## config.mk

```make
export PLATFORM = sky130hd
export DESIGN_NAME = gmf_median
export DESIGN_NICKNAME = d
export VERILOG_FILES = /design/src/hdl/gmf_pkg.sv /design/src/hdl/gmf_median.sv
export SDC_FILE = /design/constraint.sdc
export NUM_CORES = 1
export LEC_CHECK = 0
export ABC_AREA = 1
export BUFFER_PORTS_ARGS = -buffer_cell sky130_fd_sc_hd__buf_2
export CAP_MARGIN = 10
export CORE_ASPECT_RATIO = 0.6
export CORE_MARGIN = 1.5
export CORE_UTILIZATION = 30
export DETAILED_ROUTE_END_ITERATION = 10
export PLACE_DENSITY = 0.56
export SYNTH_ARGS = -nofsm -noshare
export SYNTH_HDL_FRONTEND = slang
export SYNTH_SLANG_ARGS = --single-unit
```

## constraint.sdc

```tcl
create_clock -name clk -period 13.8 [get_ports clk]
set_input_delay 2.76 -clock clk [delete_from_list [all_inputs] [get_ports clk]]
set_output_delay 2.76 -clock clk [all_outputs]
set_load 0.01 [all_outputs]
```

## src/hdl/gmf_pkg.sv

```systemverilog
`timescale 1ns / 1ps

package gmf_pkg;

	localparam int CFG_W         = 11;
	localparam int PIX_W         = 8;
	localparam int COORD_W       = 10;
	localparam int MAX_WIDTH_DEF = 1024;
	localparam int MAX_HEIGHT    = 1024;
	localparam int MIN_DIM       = 3;
	localparam int ACC_W         = 24;
	localparam int CFG_INDEX_W   = 1;

	localparam logic [15:0] W_RED   = 16'd19661;
	localparam logic [15:0] W_GREEN = 16'd38666;
	localparam logic [15:0] W_BLUE  = 16'd7209;

	localparam logic [CFG_INDEX_W-1:0] REG_FRAME_WIDTH  = 1'd0;
	localparam logic [CFG_INDEX_W-1:0] REG_FRAME_HEIGHT = 1'd1;

	typedef logic [PIX_W-1:0] pix_t;

	typedef struct packed {
		pix_t red;
		pix_t green;
		pix_t blue;
	} pix_in_t;

	typedef struct packed {
		logic [COORD_W-1:0] center_row;
		logic [COORD_W-1:0] center_col;
		logic               frame_end;
	} meta_t;

	typedef struct packed {
		pix_t               median_gray;
		logic [COORD_W-1:0] center_row;
		logic [COORD_W-1:0] center_col;
		logic               frame_end;
	} pix_out_t;

	// Window indexed as [row][column]; column 2 holds the newest pixel.
	typedef pix_t [2:0][2:0] win_t;

	typedef struct packed {
		pix_t lo;
		pix_t md;
		pix_t hi;
	} col3_t;

	typedef struct packed {
		logic rd_en;
		logic wr_en;
	} lb_ctrl_t;

	function automatic pix_t gray_of(pix_in_t p);
		logic [ACC_W-1:0] acc;
		acc = ACC_W'(W_RED) * ACC_W'(p.red) + ACC_W'(W_GREEN) * ACC_W'(p.green)
			+ ACC_W'(W_BLUE) * ACC_W'(p.blue);
		return acc[ACC_W-1:ACC_W-PIX_W];
	endfunction

	function automatic pix_t max2(pix_t a, pix_t b);
		return (a > b) ? a : b;
	endfunction

	function automatic pix_t min2(pix_t a, pix_t b);
		return (a < b) ? a : b;
	endfunction

	function automatic pix_t med3(pix_t a, pix_t b, pix_t c);
		return max2(min2(a, b), min2(max2(a, b), c));
	endfunction

	function automatic col3_t sort3(pix_t a, pix_t b, pix_t c);
		col3_t s;
		s.lo = min2(min2(a, b), c);
		s.hi = max2(max2(a, b), c);
		s.md = med3(a, b, c);
		return s;
	endfunction

endpackage

```

## src/hdl/gmf_median.sv

```systemverilog
`timescale 1ns / 1ps

module gmf_median (
	input  logic          clk,
	input  logic          en,
	input  gmf_pkg::win_t window,
	output gmf_pkg::pix_t median
);

	gmf_pkg::col3_t [2:0] cols_s3;
	gmf_pkg::pix_t        lo_max;
	gmf_pkg::pix_t        md_med;
	gmf_pkg::pix_t        hi_min;

	// Each column is sorted first; the median of nine is then the median of
	// the largest low, the middle median and the smallest high.
	always_ff @(posedge clk) begin
		if (en) begin
			for (int c = 0; c < 3; c++) begin
				cols_s3[c] <= gmf_pkg::sort3(window[0][c], window[1][c], window[2][c]);
			end
		end
	end

	always_comb begin
		lo_max = gmf_pkg::max2(gmf_pkg::max2(cols_s3[0].lo, cols_s3[1].lo), cols_s3[2].lo);
		md_med = gmf_pkg::med3(cols_s3[0].md, cols_s3[1].md, cols_s3[2].md);
		hi_min = gmf_pkg::min2(gmf_pkg::min2(cols_s3[0].hi, cols_s3[1].hi), cols_s3[2].hi);
		median = gmf_pkg::med3(lo_max, md_med, hi_min);
	end

endmodule

```

==> flow_summary.yaml <==
timing:
  finalSetupTns_ns: 0
  period_share_pct: 91.68
  fmax_mhz: 79.04
  drv_slew: 0
  finalHoldViolations: 0
  relSlewSlack_pct: 25.22
  grt_setup_unrepaired: "no"
  finalCriticalPeriod_ns: 12.65
  worst_hold_slack_ns: 2.813
  setup_violations: 0
  tightestPinTransition_ns: 1.122
floorplanning:
  dieWidth_um: 223.5
  die-area_mm2: 0.03023
  ioPinCount: 82
  start_util_pct: 30.48
  die_h_um: 135.3
  coreArea_mm2: 0.02871
  rows: 48
logic_synthesis:
  synth.yosys.warnings: 0
  yosysSeqAreaShare_pct: 24.71
  syn-cell-area_mm2: 0.008750
  syn_inst: 1248
  syn-num-nets: 1487
  avgSynthCellArea_um2: 7.011
  async_reset_ff_share_pct: 0
  ys_ff_latch: 72
  synth_cell_types: 31
  ys.flop_type: "edfxtp_1"
  synth_edf_count: 72
final_layout:
  diodes: 0
  reg_top3: "cols_s3 x72"
  multiInputGateArea_mm2: 0.005803
  register_area_mm2: 0.002162
  largest_register_ffs: 72
  final_area_mm2: 0.009892
  final_nets: 1561
  final_cell_mix: "nand2_1 (323), o21ai_0 (206), inv_1 (177), ha_1 (165), a21oi_1 (87)"
  layout-drive-gt1-share_pct: 10.78
  fill_cells: 3093
  final_core_util_pct: 34.46
  regMostFlops: "cols_s3"
  layout_commonest_cell: "nand2_1"
  syn_to_final_growth_pct: 13.06
routing:
  wl_per_cell_um: 14.55
  antenna_left: 0
  met3_length_um: 1808
  met2_length_um: 9155
  drc: 0
  drt-initial-drc-count: 828
  drt-total-wl_um: 24760
  firstDrtPassIters: 6
  viasPerCell: 4.936
  top_layer: "met4"
  dr_total_vias: 8401
  met1_length_um: 13660
global_routing:
  grt_pass1_vias: 7505
  grtUsageTotal_pct: 16.68
  grt_max_degree: 73
  antenna_found_initial: 0
  grt_pass1_wl_um: 39740
  grt_overflow_total: 0
critical_path:
  slowest_stage: "a211oi_2"
  path_class: "register to output pin"
  cpPeakStageDelay_ns: 0.52
  path_common_cell: "nand2_1"
  end_kind: "output pin"
  critPathRequiredTime_ns: 11.04
  start_kind: "register"
  crit_arrival_ns: 9.89
  path_max_fanout: 18
clock_tree:
  cts_tree: "done"
  clk_pin_slew_ns: 0.06
  clock-sinks: 72
  postCtsHoldBufs: 0
  clockBufferDepth: 2
  cts_root_buf: "clkbuf_16"
  cts_setup_buffers: 0
  htreeDepth: 3
  numCtsBuffers: 9
placement:
  dp_hpwl_um: 20870
  port_buffers: 81
  place_congestion: 0.9364
  dpl_cell_area_mm2: 0.009582
job:
  maxCapViolCount: 0
outcome:
  outcome: "finished, final reports clean"
worst_hold_path:
  min_path_type: "primary input to register"
[routing by layer]
metal	up-vias	global-route usage, %
met2	256	22.29
met5	-	0
met1	3759	27.40
met4	0	2.102
li1	4373	-
met3	13	2.928
[worst max-delay path, delay by kind of cell (launching register included)]
kind / cells / cell delay (ns)
flip-flops: 1 / 0.41
buffers and inverters: 6 / 0.78
adder cells (fa/ha/maj): 6 / 1.74
AO/OA/AOI/OAI: 12 / 3.95
AND/OR/NAND/NOR: 23 / 2.64
[final timing paths]
kind	startpoint	endpoint	cells past startpoint	slack, ns
worst max-delay path	cols_s3[39]$_DFFE_PP_	median[0]	47	1.15
worst min-delay path	window[48]	cols_s3[16]$_DFFE_PP_	3	2.81
[cell usage after synthesis, types with 2 or more instances]
master,count,area share [%]
inv_1,177,7.6
nand2_2,20,1.4
o221ai_1,4,0.40
o21bai_1,3,0.26
a21oi_1,87,5.0
nor2_1,56,2.4
nand2_1,323,14
o21ai_0,206,12
o21ai_1,4,0.23
nand3b_1,2,0.17
inv_2,5,0.21
o31ai_1,4,0.34
nand2_4,7,0.90
o211ai_1,7,0.60
o21a_1,5,0.43
nand3_1,42,2.4
nor2_2,3,0.21
nand4_1,9,0.64
edfxtp_1,72,25
clkbuf_1,26,1.1
a21o_1,2,0.17
ha_1,165,24
a211oi_1,10,0.86
nor3_1,2,0.11
[logic make-up (layout without fill, tap and decap cells)]
| kind of cell | count (synthesis) | after routing | synth area share, % |
|---|---|---|---|
| buffers and inverters | 210 | 289 | 9.023 |
| adders and majority gates | 165 | 165 | 23.60 |
| AOI/OAI and AO/OA | 335 | 335 | 20.39 |
| and+or+nand+nor | 466 | 466 | 22.28 |
| DFF | 72 | 72 | 24.71 |
[cell type report]
| type | count | share of cell area, % |
|---|---|---|
| clock buffers | 10 | 2.315 |
| clock inverters | 6 | 0.6957 |
| inverters | 183 | 6.944 |
| multi-input cells | 966 | 58.66 |
| flip-flops and latches | 72 | 21.86 |
| well taps | 375 | 4.743 |
| repair buffers | 90 | 4.781 |
[repair_timing]
action	in CTS	in global routing
resized for setup	0	1
setup endpoints to repair	0	1
endpoints found under the hold margin	0	0
[per-stage QoR]
| step | std cells | setup slack, ns |
|---|---|---|
| final | 1702 | 1.148 |
| after global routing | 1702 | 0.1720 |
| after CTS | 1701 | 1.048 |
| after detailed placement | 1685 | 1.453 |
| after global placement | 1685 | 1.713 |
| after floorplan | 1248 | 2.508 |
Power is not shown: default switching activity piles up to over one toggle a cycle in this logic, so the estimate is an artifact.
